## src/design/nmea_gga_rmc_field_parser_macros.svh

```systemverilog
`ifndef NMEA_GGA_RMC_FIELD_PARSER_MACROS_SVH
`define NMEA_GGA_RMC_FIELD_PARSER_MACROS_SVH

// same-cycle implication
`define NGRP_ASSERT_NOW(lbl, ante, cons, msg) \
  lbl: assert property (@(posedge clk_i) disable iff (!rst_ni) (ante) |-> (cons)) \
    else $error(msg);

// next-cycle implication
`define NGRP_ASSERT_NEXT(lbl, ante, cons, msg) \
  lbl: assert property (@(posedge clk_i) disable iff (!rst_ni) (ante) |=> (cons)) \
    else $error(msg);

`endif

```

## src/design/ngrp_pkg.sv

```systemverilog
package ngrp_pkg;

  localparam int unsigned QUEUE_DEPTH = 4;

  localparam logic [7:0] CH_ZERO  = 8'h30;
  localparam logic [7:0] CH_NINE  = 8'h39;
  localparam logic [7:0] CH_DOT   = 8'h2E;
  localparam logic [7:0] CH_COMMA = 8'h2C;
  localparam logic [7:0] CH_S     = 8'h53;
  localparam logic [7:0] CH_W     = 8'h57;
  localparam logic [7:0] CH_A     = 8'h41;

  localparam logic [2:0] HDR_LEN  = 3'd6;
  localparam logic [2:0] HDR_SKIP = 3'd6;
  localparam logic [2:0] HDR_BODY = 3'd7;

  typedef enum logic [3:0] {
    FC_HOUR    = 4'd0,
    FC_MIN     = 4'd1,
    FC_SEC     = 4'd2,
    FC_LAT     = 4'd3,
    FC_LON     = 4'd4,
    FC_VALID   = 4'd5,
    FC_SATS    = 4'd6,
    FC_HDOP    = 4'd7,
    FC_ALT     = 4'd8,
    FC_SPEED   = 4'd9,
    FC_HEADING = 4'd10,
    FC_DAY     = 4'd11,
    FC_MONTH   = 4'd12,
    FC_YEAR    = 4'd13
  } field_code_e;

  typedef struct packed {
    logic [7:0] ch;
    logic       last_byte;
  } in_item_t;

  typedef struct packed {
    logic [3:0]         field_code;
    logic signed [31:0] field_value;
    logic               run_last;
  } out_item_t;

  // triple: three records with codes code..code+2 and values from bytes 0..2
  typedef struct packed {
    logic        triple;
    logic [3:0]  code;
    logic [31:0] value;
  } rec_cmd_t;

  typedef struct packed {
    logic full;
    logic not_empty;
  } q_stat_t;

  function automatic logic [7:0] hdr_gga(input logic [2:0] idx);
    logic [7:0] c;
    unique case (idx)
      3'd0:    c = 8'h24;
      3'd1:    c = 8'h47;
      3'd2:    c = 8'h50;
      3'd3:    c = 8'h47;
      3'd4:    c = 8'h47;
      3'd5:    c = 8'h41;
      default: c = 8'h00;
    endcase
    return c;
  endfunction

  function automatic logic [7:0] hdr_rmc(input logic [2:0] idx);
    logic [7:0] c;
    unique case (idx)
      3'd0:    c = 8'h24;
      3'd1:    c = 8'h47;
      3'd2:    c = 8'h50;
      3'd3:    c = 8'h52;
      3'd4:    c = 8'h4D;
      3'd5:    c = 8'h43;
      default: c = 8'h00;
    endcase
    return c;
  endfunction

endpackage

```

## src/design/nmea_gga_rmc_field_parser.sv

```systemverilog
// A byte that closes a field queues a command; the record expander then registers its first
// record. One byte per cycle while full is low; records leave at one per cycle while pop_i
// is high, three for a time or date. The command queue between parser and record expander
// sets how long a burst may back up before full rises; full depends only on that queue.
// Reset (rst_ni low, asynchronous) returns the parser to the header and empties all queues.
`include "nmea_gga_rmc_field_parser_macros.svh"

module nmea_gga_rmc_field_parser #(
  parameter int unsigned QUEUE_DEPTH = ngrp_pkg::QUEUE_DEPTH
) (
  input  logic                clk_i,
  input  logic                rst_ni,
  input  ngrp_pkg::in_item_t  in_i,
  input  logic                push_i,
  output logic                full_o,
  output ngrp_pkg::out_item_t out_o,
  output logic                empty_o,
  input  logic                pop_i
);
  import ngrp_pkg::*;

  rec_cmd_t cmd_wr, cmd_rd;
  q_stat_t  q_stat;
  logic     cmd_push, cmd_pop, accept;

  assign full_o = q_stat.full;
  assign accept = push_i && !q_stat.full;

  ngrp_front u_front (
    .clk_i      (clk_i),
    .rst_ni     (rst_ni),
    .accept_i   (accept),
    .in_i       (in_i),
    .cmd_push_o (cmd_push),
    .cmd_o      (cmd_wr)
  );

  ngrp_fifo #(
    .DEPTH (QUEUE_DEPTH)
  ) u_fifo (
    .clk_i   (clk_i),
    .rst_ni  (rst_ni),
    .push_i  (cmd_push),
    .wdata_i (cmd_wr),
    .pop_i   (cmd_pop),
    .rdata_o (cmd_rd),
    .stat_o  (q_stat)
  );

  ngrp_back u_back (
    .clk_i     (clk_i),
    .rst_ni    (rst_ni),
    .cmd_i     (cmd_rd),
    .stat_i    (q_stat),
    .cmd_pop_o (cmd_pop),
    .out_o     (out_o),
    .empty_o   (empty_o),
    .pop_i     (pop_i)
  );

  `NGRP_ASSERT_NOW(a_code_range, !empty_o, out_o.field_code <= FC_YEAR, "field code out of range")
  `NGRP_ASSERT_NEXT(a_burst_cont, pop_i && !empty_o && !out_o.run_last, !empty_o, "record burst broken")
  `NGRP_ASSERT_NEXT(a_burst_code, pop_i && !empty_o && !out_o.run_last, out_o.field_code == $past(out_o.field_code) + 4'd1, "burst code not consecutive")

endmodule

```

## src/design/ngrp_front.sv

```systemverilog
module ngrp_front (
  input  logic               clk_i,
  input  logic               rst_ni,
  input  logic               accept_i,
  input  ngrp_pkg::in_item_t in_i,
  output logic               cmd_push_o,
  output ngrp_pkg::rec_cmd_t cmd_o
);
  import ngrp_pkg::*;

  typedef struct packed {
    logic [2:0]      cnt;
    logic [31:0]     acc;
    logic            stop;
    logic [7:0]      first;
    logic [2:0][7:0] pair;
  } fld_t;

  logic [2:0]  hdr_q, hdr_d;
  logic [1:0]  match_q, match_d;
  logic [3:0]  fnum_q, fnum_d;
  logic [31:0] coord_q, coord_d;
  fld_t        fld_q, fld_d;

  fld_t        add_fld, cls_fld;
  logic [7:0]  dig;
  logic        is_comma, in_body, do_add, do_close;
  logic        gga, rmc;
  logic [31:0] coord_neg;

  always_comb begin
    add_fld = fld_q;
    dig     = in_i.ch - CH_ZERO;
    if (fld_q.cnt == 3'd0) begin
      add_fld.first = in_i.ch;
    end
    if (fld_q.cnt < 3'd6) begin
      for (int i = 0; i < 3; i++) begin
        if (fld_q.cnt[2:1] == 2'(i)) begin
          if (!fld_q.cnt[0]) begin
            add_fld.pair[i] = 8'((dig << 3) + (dig << 1));
          end else begin
            add_fld.pair[i] = fld_q.pair[i] + dig;
          end
        end
      end
    end
    if (!fld_q.stop) begin
      if (in_i.ch >= CH_ZERO && in_i.ch <= CH_NINE) begin
        add_fld.acc = (fld_q.acc << 3) + (fld_q.acc << 1) + {24'd0, dig};
      end else if (in_i.ch != CH_DOT) begin
        add_fld.stop = 1'b1;
      end
    end
    if (fld_q.cnt != 3'd7) begin
      add_fld.cnt = fld_q.cnt + 3'd1;
    end
  end

  assign is_comma = (in_i.ch == CH_COMMA);
  assign in_body  = (hdr_q == HDR_BODY);
  assign do_add   = accept_i && in_body && !is_comma;
  assign do_close = accept_i && in_body && (is_comma || in_i.last_byte);
  assign cls_fld  = is_comma ? fld_q : add_fld;
  assign gga      = match_q[0];
  assign rmc      = match_q[1];
  assign coord_neg = 32'd0 - coord_q;

  always_comb begin
    cmd_push_o   = 1'b0;
    cmd_o.triple = 1'b0;
    cmd_o.code   = FC_HOUR;
    cmd_o.value  = cls_fld.acc;
    coord_d      = coord_q;
    if (do_close && (gga || rmc)) begin
      if (fnum_q == 4'd0) begin
        cmd_push_o   = 1'b1;
        cmd_o.triple = 1'b1;
        cmd_o.code   = FC_HOUR;
        cmd_o.value  = {8'd0, cls_fld.pair[2], cls_fld.pair[1], cls_fld.pair[0]};
      end else if (gga) begin
        unique case (fnum_q)
          4'd1, 4'd3: coord_d = cls_fld.acc;
          4'd2: begin
            cmd_push_o  = 1'b1;
            cmd_o.code  = FC_LAT;
            cmd_o.value = (cls_fld.first == CH_S) ? coord_neg : coord_q;
          end
          4'd4: begin
            cmd_push_o  = 1'b1;
            cmd_o.code  = FC_LON;
            cmd_o.value = (cls_fld.first == CH_W) ? coord_neg : coord_q;
          end
          4'd5: begin
            cmd_push_o  = 1'b1;
            cmd_o.code  = FC_VALID;
            cmd_o.value = {31'd0, cls_fld.first != CH_ZERO};
          end
          4'd6: begin
            cmd_push_o  = 1'b1;
            cmd_o.code  = FC_SATS;
            cmd_o.value = {24'd0, cls_fld.pair[0]};
          end
          4'd7: begin
            cmd_push_o = 1'b1;
            cmd_o.code = FC_HDOP;
          end
          4'd8: begin
            cmd_push_o = 1'b1;
            cmd_o.code = FC_ALT;
          end
          default: ;
        endcase
      end else begin
        unique case (fnum_q)
          4'd1: begin
            cmd_push_o  = 1'b1;
            cmd_o.code  = FC_VALID;
            cmd_o.value = {31'd0, cls_fld.first == CH_A};
          end
          4'd2, 4'd4: coord_d = cls_fld.acc;
          4'd3: begin
            cmd_push_o  = 1'b1;
            cmd_o.code  = FC_LAT;
            cmd_o.value = (cls_fld.first == CH_S) ? coord_neg : coord_q;
          end
          4'd5: begin
            cmd_push_o  = 1'b1;
            cmd_o.code  = FC_LON;
            cmd_o.value = (cls_fld.first == CH_W) ? coord_neg : coord_q;
          end
          4'd6: begin
            cmd_push_o = 1'b1;
            cmd_o.code = FC_SPEED;
          end
          4'd7: begin
            cmd_push_o = 1'b1;
            cmd_o.code = FC_HEADING;
          end
          4'd8: begin
            cmd_push_o   = 1'b1;
            cmd_o.triple = 1'b1;
            cmd_o.code   = FC_DAY;
            cmd_o.value  = {8'd0, cls_fld.pair[2], cls_fld.pair[1], cls_fld.pair[0]};
          end
          default: ;
        endcase
      end
    end
  end

  always_comb begin
    hdr_d   = hdr_q;
    match_d = match_q;
    fnum_d  = fnum_q;
    fld_d   = fld_q;
    if (accept_i) begin
      if (hdr_q < HDR_LEN) begin
        if (in_i.ch != hdr_gga(hdr_q)) match_d[0] = 1'b0;
        if (in_i.ch != hdr_rmc(hdr_q)) match_d[1] = 1'b0;
        hdr_d = hdr_q + 3'd1;
      end else if (hdr_q == HDR_SKIP) begin
        hdr_d = HDR_BODY;
      end
      if (do_add) begin
        fld_d = add_fld;
      end
      if (do_close) begin
        fld_d = '0;
        if (fnum_q != 4'd15) begin
          fnum_d = fnum_q + 4'd1;
        end
      end
      if (in_i.last_byte) begin
        hdr_d   = '0;
        match_d = 2'b11;
        fnum_d  = '0;
        fld_d   = '0;
      end
    end
  end

  always_ff @(posedge clk_i or negedge rst_ni) begin
    if (!rst_ni) begin
      hdr_q   <= '0;
      match_q <= 2'b11;
      fnum_q  <= '0;
      coord_q <= '0;
      fld_q   <= '0;
    end else begin
      hdr_q   <= hdr_d;
      match_q <= match_d;
      fnum_q  <= fnum_d;
      fld_q   <= fld_d;
      coord_q <= (accept_i && in_i.last_byte) ? 32'd0 : coord_d;
    end
  end

endmodule

```

## src/design/ngrp_fifo.sv

```systemverilog
module ngrp_fifo #(
  parameter int unsigned DEPTH = ngrp_pkg::QUEUE_DEPTH
) (
  input  logic               clk_i,
  input  logic               rst_ni,
  input  logic               push_i,
  input  ngrp_pkg::rec_cmd_t wdata_i,
  input  logic               pop_i,
  output ngrp_pkg::rec_cmd_t rdata_o,
  output ngrp_pkg::q_stat_t  stat_o
);
  import ngrp_pkg::*;

  localparam int unsigned PtrW = (DEPTH > 1) ? $clog2(DEPTH) : 1;
  localparam int unsigned CntW = $clog2(DEPTH + 1);

  rec_cmd_t            mem_q [DEPTH];
  logic [PtrW-1:0]     wr_ptr_q, rd_ptr_q;
  logic [CntW-1:0]     cnt_q;
  logic                do_push, do_pop;

  assign stat_o.full      = (cnt_q == CntW'(DEPTH));
  assign stat_o.not_empty = (cnt_q != '0);
  assign do_push          = push_i && !stat_o.full;
  assign do_pop           = pop_i && stat_o.not_empty;
  assign rdata_o          = mem_q[rd_ptr_q];

  always_ff @(posedge clk_i) begin
    if (do_push) begin
      mem_q[wr_ptr_q] <= wdata_i;
    end
  end

  always_ff @(posedge clk_i or negedge rst_ni) begin
    if (!rst_ni) begin
      wr_ptr_q <= '0;
      rd_ptr_q <= '0;
      cnt_q    <= '0;
    end else begin
      if (do_push) begin
        wr_ptr_q <= (wr_ptr_q == PtrW'(DEPTH - 1)) ? '0 : wr_ptr_q + 1'b1;
      end
      if (do_pop) begin
        rd_ptr_q <= (rd_ptr_q == PtrW'(DEPTH - 1)) ? '0 : rd_ptr_q + 1'b1;
      end
      if (do_push && !do_pop) begin
        cnt_q <= cnt_q + 1'b1;
      end else if (do_pop && !do_push) begin
        cnt_q <= cnt_q - 1'b1;
      end
    end
  end

endmodule

```

## src/design/ngrp_back.sv

```systemverilog
module ngrp_back (
  input  logic                clk_i,
  input  logic                rst_ni,
  input  ngrp_pkg::rec_cmd_t  cmd_i,
  input  ngrp_pkg::q_stat_t   stat_i,
  output logic                cmd_pop_o,
  output ngrp_pkg::out_item_t out_o,
  output logic                empty_o,
  input  logic                pop_i
);
  import ngrp_pkg::*;

  logic [1:0] idx_q;
  logic       valid_q;
  out_item_t  out_q, rec;
  logic       load, last_rec;
  logic [7:0] pair_byte;

  assign last_rec = !cmd_i.triple || (idx_q == 2'd2);
  assign load     = stat_i.not_empty && (!valid_q || pop_i);
  assign cmd_pop_o = load && last_rec;

  always_comb begin
    case (idx_q)
      2'd0:    pair_byte = cmd_i.value[7:0];
      2'd1:    pair_byte = cmd_i.value[15:8];
      default: pair_byte = cmd_i.value[23:16];
    endcase
    rec.field_code  = cmd_i.code + {2'd0, idx_q};
    rec.field_value = cmd_i.triple ? {24'd0, pair_byte} : cmd_i.value;
    rec.run_last    = last_rec;
  end

  always_ff @(posedge clk_i) begin
    if (load) begin
      out_q <= rec;
    end
  end

  always_ff @(posedge clk_i or negedge rst_ni) begin
    if (!rst_ni) begin
      valid_q <= 1'b0;
      idx_q   <= '0;
    end else begin
      if (load) begin
        valid_q <= 1'b1;
        idx_q   <= last_rec ? 2'd0 : idx_q + 2'd1;
      end else if (pop_i) begin
        valid_q <= 1'b0;
      end
    end
  end

  assign out_o   = out_q;
  assign empty_o = !valid_q;

endmodule

```

## config.mk

```make
export PLATFORM = sky130hd
export DESIGN_NAME = nmea_gga_rmc_field_parser
export DESIGN_NICKNAME = d
export VERILOG_FILES = /design/src/design/ngrp_pkg.sv /design/src/design/nmea_gga_rmc_field_parser.sv /design/src/design/ngrp_front.sv /design/src/design/ngrp_fifo.sv /design/src/design/ngrp_back.sv
export VERILOG_INCLUDE_DIRS = /design/src /design/src/design
export SDC_FILE = /design/constraint.sdc
export NUM_CORES = 1
export LEC_CHECK = 0
export BUFFER_PORTS_ARGS = -buffer_cell sky130_fd_sc_hd__buf_2
export CORE_UTILIZATION = 40
export CTS_CLUSTER_DIAMETER = 150
export DETAILED_ROUTE_END_ITERATION = 8
export GPL_TIMING_DRIVEN = 0
export PLACE_DENSITY = 0.6
export SLEW_MARGIN = 0
export SYNTH_ARGS = -nofsm -noshare
export SYNTH_HDL_FRONTEND = slang
export SYNTH_HIERARCHICAL = 1
export SYNTH_SLANG_ARGS = --single-unit
```

## constraint.sdc

```tcl
create_clock -name clk_i -period 4.99 [get_ports clk_i]
set_clock_uncertainty 0.2 [all_clocks]
set_input_delay 0.998 -clock clk_i [delete_from_list [all_inputs] [get_ports clk_i]]
set_output_delay 0.998 -clock clk_i [all_outputs]
set_load 0.005 [all_outputs]
```

==> impl_metrics.tcl, run 1 <==
set metrics [dict create \
    outcome "finished with violations" \
    violations "capacitance limit, setup timing" \
    area_delta_synth_final_pct 14.68 \
    multiInputGateArea_um2 11420 \
    syn_avg_cell_area_um2 9.808 \
    power_density_nw_per_um2 363.5 \
    post-route-period-util_pct 100.4 \
    synth_warnings 6 \
    cts_made_buffers 37 \
    synth_cells 2078 \
    rsz0062_at_grt "false" \
    maxCapViolations 1 \
    cts.root.buffer_cell "clkbuf_16" \
    pre_cts_slack_ns -2.084 \
    cp_max_fo 10 \
    maxSlewHeadroom_pct 1.740 \
    synth-edff-count 185 \
    synth_async_sr_flop_share_pct 39.14 \
    finalInstanceArea_um2 23370 \
    wirelength_um 77160 \
    p_leak_nw 9.373 \
    vias 18021 \
    nFillCells 4782 \
    clk_pin_slew_ns 0.06 \
    wl_per_cell_um 26.73 \
    grt_max_degree 79 \
    worst_ir_drop_vdd_mv 0.2415 \
    cts_sinks 304 \
    dp_cells 2804 \
    final_nets 2314 \
    grt_antenna_before_repair 1 \
    drc_errors 0 \
    setup_viol 4 \
    path_class "in2reg" \
    timing.fmax_ghz 0.1995 \
    start_util_pct 40.62 \
    fp.dieH_um 227.7 \
    hold_path_class "in2async" \
    startpoint_type "input pin" \
    synth_nets 2209 \
    placed_area_um2 21590 \
    cp.arrival_ns 5.10 \
    setup_ws_ns -0.02203 \
    syn_area_um2 20380 \
    portBuffers 48 \
    fin_cells 2887 \
    total_power_mw 8.496 \
    grt_overflow_total 0 \
    worst-slew-pin-transition_ns 1.462 \
    drt_iter0_markers 1740 \
    synth_cell_types 94 \
    htreeDepth 2 \
    hold_violations 0 \
    fin_setup_tns_ns -0.08777 \
    num_io_pins 52 \
    place_congestion 0.9983 \
    drive_above_1_share_pct 13.34 \
    hpwl_um 56810 \
    synth_ff_type "edfxtp_1" \
    ff_latch_area_um2 8536 \
    ys_ff_latch 304 \
    via_per_inst 6.242 \
    placementRows 82 \
    grt_pass1_vias 17382 \
    grt_pass1_wl_um 114500 \
    core-area_um2 50170 \
    seq_area_frac_synth_pct 41.88 \
    design.die.area_um2 51860 \
    grt_usage_pct 29.44 \
    dieWidth_um 227.7 \
    slew_violations 0 \
    clk_latency_ns 0.58 \
    worst_setup_path_end_kind "flop" \
    dr.pass1.iters 7 \
    antenna_left 0 \
    tritoncts "built" \
    clock_path_buffers 3 \
    worstPathRequired_ns 5.07 \
    min_period_ns 5.012 \
]
## cell usage after synthesis (13+ instances only)
master | instances | area (um2)
a211oi_1 | 50 | 375.4
a21o_1 | 25 | 187.7
a21oi_1 | 147 | 735.7
a221oi_1 | 14 | 122.6
a22o_1 | 27 | 236.5
a22oi_1 | 15 | 112.6
a31oi_1 | 16 | 100.1
and2_1 | 28 | 175.2
and3_1 | 13 | 81.33
buf_2 | 23 | 115.1
clkbuf_1 | 101 | 379.1
dfrtp_1 | 117 | 2928
edfxtp_1 | 185 | 5555
ha_1 | 106 | 1326
inv_1 | 45 | 168.9
mux2i_1 | 30 | 300.3
mux4_2 | 37 | 833.3
nand2_1 | 192 | 720.7
nand2b_1 | 17 | 106.4
nand3_1 | 48 | 240.2
nand4_1 | 17 | 106.4
nor2_1 | 170 | 638.1
nor2b_1 | 44 | 275.3
nor3_1 | 38 | 190.2
o21ai_0 | 152 | 760.7
o221ai_1 | 19 | 166.4
o22ai_1 | 29 | 181.4
o31ai_1 | 14 | 105.1
or3_1 | 27 | 168.9
xnor2_1 | 42 | 367.9
xor2_1 | 48 | 420.4
## layout by cell type, fill, tap and decap left out, drive strengths merged, types with 12 or more instances in the layout
cell,n
o31ai,15
a21oi,147
a21o,25
nand4,17
a22o,27
nand2b,17
o21ai,159
nor2,171
nand2,195
and2,32
a31oi,16
nor2b,45
xor2,48
a211oi,51
buf,108
ha,106
a32oi,12
a22oi,16
nand3,48
a221oi,14
inv,50
or3,27
dfrtp,117
o22ai,29
and3,13
clkbuf,147
fa,12
nor3,40
mux4,37
mux2i,30
o221ai,19
edfxtp,185
xnor2,42
## cells by family after synthesis
group	synth area share (%)
adders and majority gates	7.686
DFF	41.88
muxes	6.059
xor gates and xnor gates	3.868
buffers and inverters	3.886
and+or+nand+nor	15.69
AOI/OAI and AO/OA	20.93
## path summary, 6_finish.rpt
path                       depth (start not counted)                               to                      startpoint  slack, ns
max                                               11     u_fifo/mem_q[2][8]$_DFFE_PP_                         in_i[4]      -0.02
min                                                1    u_front/fld_q[66]$_DFFE_PN0P_                          rst_ni       0.15
max reg2reg                                       12    u_fifo/mem_q[2][19]$_DFFE_PP_  u_front/coord_q[5]$_DFFE_PN0P_       0.28
min reg2reg                                        1      u_fifo/cnt_q[2]$_DFFE_PN0P_     u_fifo/cnt_q[2]$_DFFE_PN0P_       0.30
max in group asynchronous                          2  u_front/coord_q[16]$_DFFE_PN0P_                          rst_ni       3.60
min in group clk_i                                 1      u_fifo/cnt_q[2]$_DFFE_PN0P_     u_fifo/cnt_q[2]$_DFFE_PN0P_       0.30
## state kept, by name, indices dropped and copies added, names as in the netlist
name	flops
u_front/match_q	2
u_fifo/rd_ptr_q	2
u_fifo/cnt_q	3
u_front/fld_q	68
u_front/hdr_q	3
u_fifo/mem_q	148
u_front/coord_q	32
u_front/fnum_q	4
u_fifo/wr_ptr_q	2
u_back/idx_q	2
u_back/out_o	37
u_back/valid_q	1
## area by class of cell
type | instances | share of cell area, %
plain buffers | 145 | 2.730
diodes | 4 | 0.04282
inverters | 45 | 0.7387
clock buffers | 44 | 4.202
well taps | 672 | 3.597
multi-input cells | 1584 | 48.87
flip-flops and latches | 304 | 36.52
clock inverters | 23 | 1.376
repair buffers | 66 | 1.922
## where the power goes
part	total [mW]	switching, mW	leakage (nW)	internal (mW)
combinational	2.56	1.69	5.12	0.875
clock	2.93	1.14	0.641	1.79
sequential	3.00	0.108	3.61	2.90
## routing by layer
| layer | global-route usage (%) | share of wire [%] | wire (um) |
|---|---|---|---|
| met4 | 11.32 | 4.0 | 3094 |
| met2 | 46.97 | 46 | 35540 |
| met3 | 5.738 | 7.6 | 5835 |
| met1 | 39.44 | 42 | 32690 |
| met5 | 0 | 0 | 0 |
## stage by stage
step           hold WS (ns)  util [%]
2_1_floorplan        0.2453         -
3_3_place_gp         0.2644     42.78
3_5_place_dp         0.2825     43.04
4_1_cts              0.1594     46.18
5_1_grt              0.1697     46.57
6_report             0.1517     46.59
## critical path, cell delays in order
cell      delay (ns)
buf_2           0.28
buf_2           0.30
nand4b_1        0.28
buf_4           0.24
nor3_1          0.27
nor2_1          0.11
nor3_1          0.46
clkbuf_1        0.77
clkbuf_1        0.70
o31ai_1         0.17
a21oi_1         0.50
## what timing repair did
action,4_1_cts,5_1_grt
resized for setup,56,29
pin swaps,3,6
setup buffers,5,6
setup endpoints to repair,334,114
hold endpoints to repair,0,0
hold buffers,0,0
No activity file was read; power rests on OpenSTA's default activity.
==> run 2, diff against run 1 <==
--- a/config.mk
+++ b/config.mk
@@ -8,6 +8,7 @@
 export LEC_CHECK = 0
 export BUFFER_PORTS_ARGS = -buffer_cell sky130_fd_sc_hd__buf_2
 export CORE_UTILIZATION = 40
+export CTS_BUF_LIST = sky130_fd_sc_hd__clkbuf_8
 export CTS_CLUSTER_DIAMETER = 150
 export DETAILED_ROUTE_END_ITERATION = 8
 export GPL_TIMING_DRIVEN = 0
==> impl_metrics.tcl, run 2 (synthesized netlist as in run 1, its figures left out) <==
set metrics [dict create \
    layout_common_cells "nand2_1, edfxtp_1, nor2_1, o21ai_0, a21oi_1" \
    clk_pin_slew_ns 0.06 \
    outcome "finished with violations" \
    slew_violations 0 \
    top_regs "u_fifo/mem_q x148, u_front/fld_q x68, u_back/out_o x37" \
    drc_errors 0 \
    num_io_pins 52 \
    cts_sinks 304 \
    start_util_pct 40.62 \
    layout_commonest_cell "nand2_1" \
    placed_area_um2 21590 \
    path_class "in2reg" \
    dieWidth_um 227.7 \
    maxCapViolations 1 \
    setup_ws_ns -0.05883 \
    fin_cells 2914 \
    maxSlewHeadroom_pct 0.5718 \
    design.die.area_um2 51860 \
    power_density_nw_per_um2 345.0 \
    timing.fmax_ghz 0.1981 \
    drive_above_1_share_pct 13.21 \
    core-area_um2 50170 \
    antenna_left 0 \
    tritoncts "built" \
    grt_max_degree 79 \
    drt_iter0_markers 1912 \
    worst_setup_path_end_kind "flop" \
    hold_violations 0 \
    max_stage_delay_ns 0.67 \
    grt_usage_pct 29.41 \
    vias 18101 \
    dp_cells 2804 \
    crit_slowest_cell "nor4b_1" \
    final_nets 2329 \
    worst-slew-pin-transition_ns 1.479 \
    hold_path_class "in2async" \
    clk_latency_ns 0.69 \
    rsz0062_at_grt "false" \
    postLayoutCoreUtil_pct 45.99 \
    htreeDepth 2 \
    clock_path_buffers 3 \
    violations "capacitance limit, setup timing" \
    wirelength_um 77020 \
    area_delta_synth_final_pct 13.21 \
    fp.dieH_um 227.7 \
    p_leak_nw 9.355 \
    cts.hold.buffers_added 0 \
    via_per_inst 6.212 \
    place_congestion 0.9983 \
    placementRows 82 \
    grt_overflow_total 0 \
    hpwl_um 56810 \
    startpoint_type "input pin" \
    post-route-period-util_pct 101.2 \
    regMostFlops "u_fifo/mem_q" \
    cp_cell_sequence "buf_2 > ha_1 > nor4b_1 > and2_1 > clkbuf_1 > clkbuf_2 > buf_2 > clkbuf_1 > mux2i_1 > o21ai_1" \
    cp_max_fo 10 \
    worstPathRequired_ns 5.15 \
    min_period_ns 5.049 \
    grt_pass1_wl_um 114400 \
    grt_antenna_before_repair 1 \
    worst_ir_drop_vdd_mv 0.2123 \
    portBuffers 48 \
    setup_viol 4 \
    cts_made_buffers 55 \
    cts.root.buffer_cell "clkbuf_8" \
    finalInstanceArea_um2 23070 \
    grt_pass1_vias 17593 \
    largest_reg_flops 148 \
    cp.arrival_ns 5.21 \
    wl_per_cell_um 26.43 \
    dr.pass1.iters 6 \
]
[run 2: worst max-delay path, delay by kind of cell]
family	cells	cell delay [ns]
AOI/OAI and AO/OA	1	0.57
adders and majority gates	1	0.23
buffers and inverters	5	2.20
muxes	1	0.29
and+or+nand+nor	2	0.90
[run 2: timing repair]
action | in CTS | in global routing
endpoints found under the setup margin | 327 | 100
buffers inserted | 4 | 4
resized for setup | 48 | 21
pin swaps | 2 | 2
[run 2: final timing paths]
path                                               start                              end  slack [ns]  depth (start not counted)
min in group clk_i           u_fifo/cnt_q[2]$_DFFE_PN0P_      u_fifo/cnt_q[2]$_DFFE_PN0P_        0.30                          1
max in group asynchronous                         rst_ni  u_front/coord_q[26]$_DFFE_PN0P_        3.69                          2
max reg2reg                u_front/fld_q[66]$_DFFE_PN0P_     u_fifo/mem_q[1][7]$_DFFE_PP_        0.14                         12
min reg2reg                  u_fifo/cnt_q[2]$_DFFE_PN0P_      u_fifo/cnt_q[2]$_DFFE_PN0P_        0.30                          1
max                                              in_i[5]     u_fifo/mem_q[0][9]$_DFFE_PP_       -0.06                         10
min                                               rst_ni    u_front/fld_q[65]$_DFFE_PN0P_        0.06                          1
[run 2: area by class of cell]
class | count | area (um2)
Buffer | 145 | 634.4
Timing Repair Buffer | 63 | 426.7
Clock buffer | 61 | 839.6
Tap cell | 672 | 840.8
Inverter | 45 | 172.7
Fill cell | 4854 | 27100
Sequential cell | 304 | 8536
Antenna cell | 1 | 2.502
Multi-Input combinational cell | 1584 | 11350
Clock inverter | 39 | 265.3
[run 2: power by group]
group	internal, mW	switching [mW]	total (mW)
sequential	2.90	0.107	3.00
clock	1.29	1.12	2.41
combinational	0.875	1.67	2.55
total	5.06	2.90	7.96
[run 2: stage by stage]
stage | power, mW | TNS (ns) | worst slack [ns] | hold WS (ns)
after floorplan | 4.621 | 0 | 0.01190 | 0.2453
final | 7.960 | -0.2346 | -0.05883 | 0.06390
after CTS | 7.988 | -0.02681 | -0.006786 | 0.04575
after detailed placement | 5.541 | -438.94 | -2.084 | 0.2825
after global placement | 5.518 | -597.14 | -2.429 | 0.2644
after global routing | 8.326 | 0 | 0.008355 | 0.06732
[run 2: per-layer routing]
layer  part of all wire (%)  vias up  global-route usage (%)
met3                    7.1      176                   5.337
met2                     46      765                   46.37
li1                       -     8096                       -
met4                    4.5        0                   13.26
met5                      0        -                       0
met1                     43     9064                   39.35
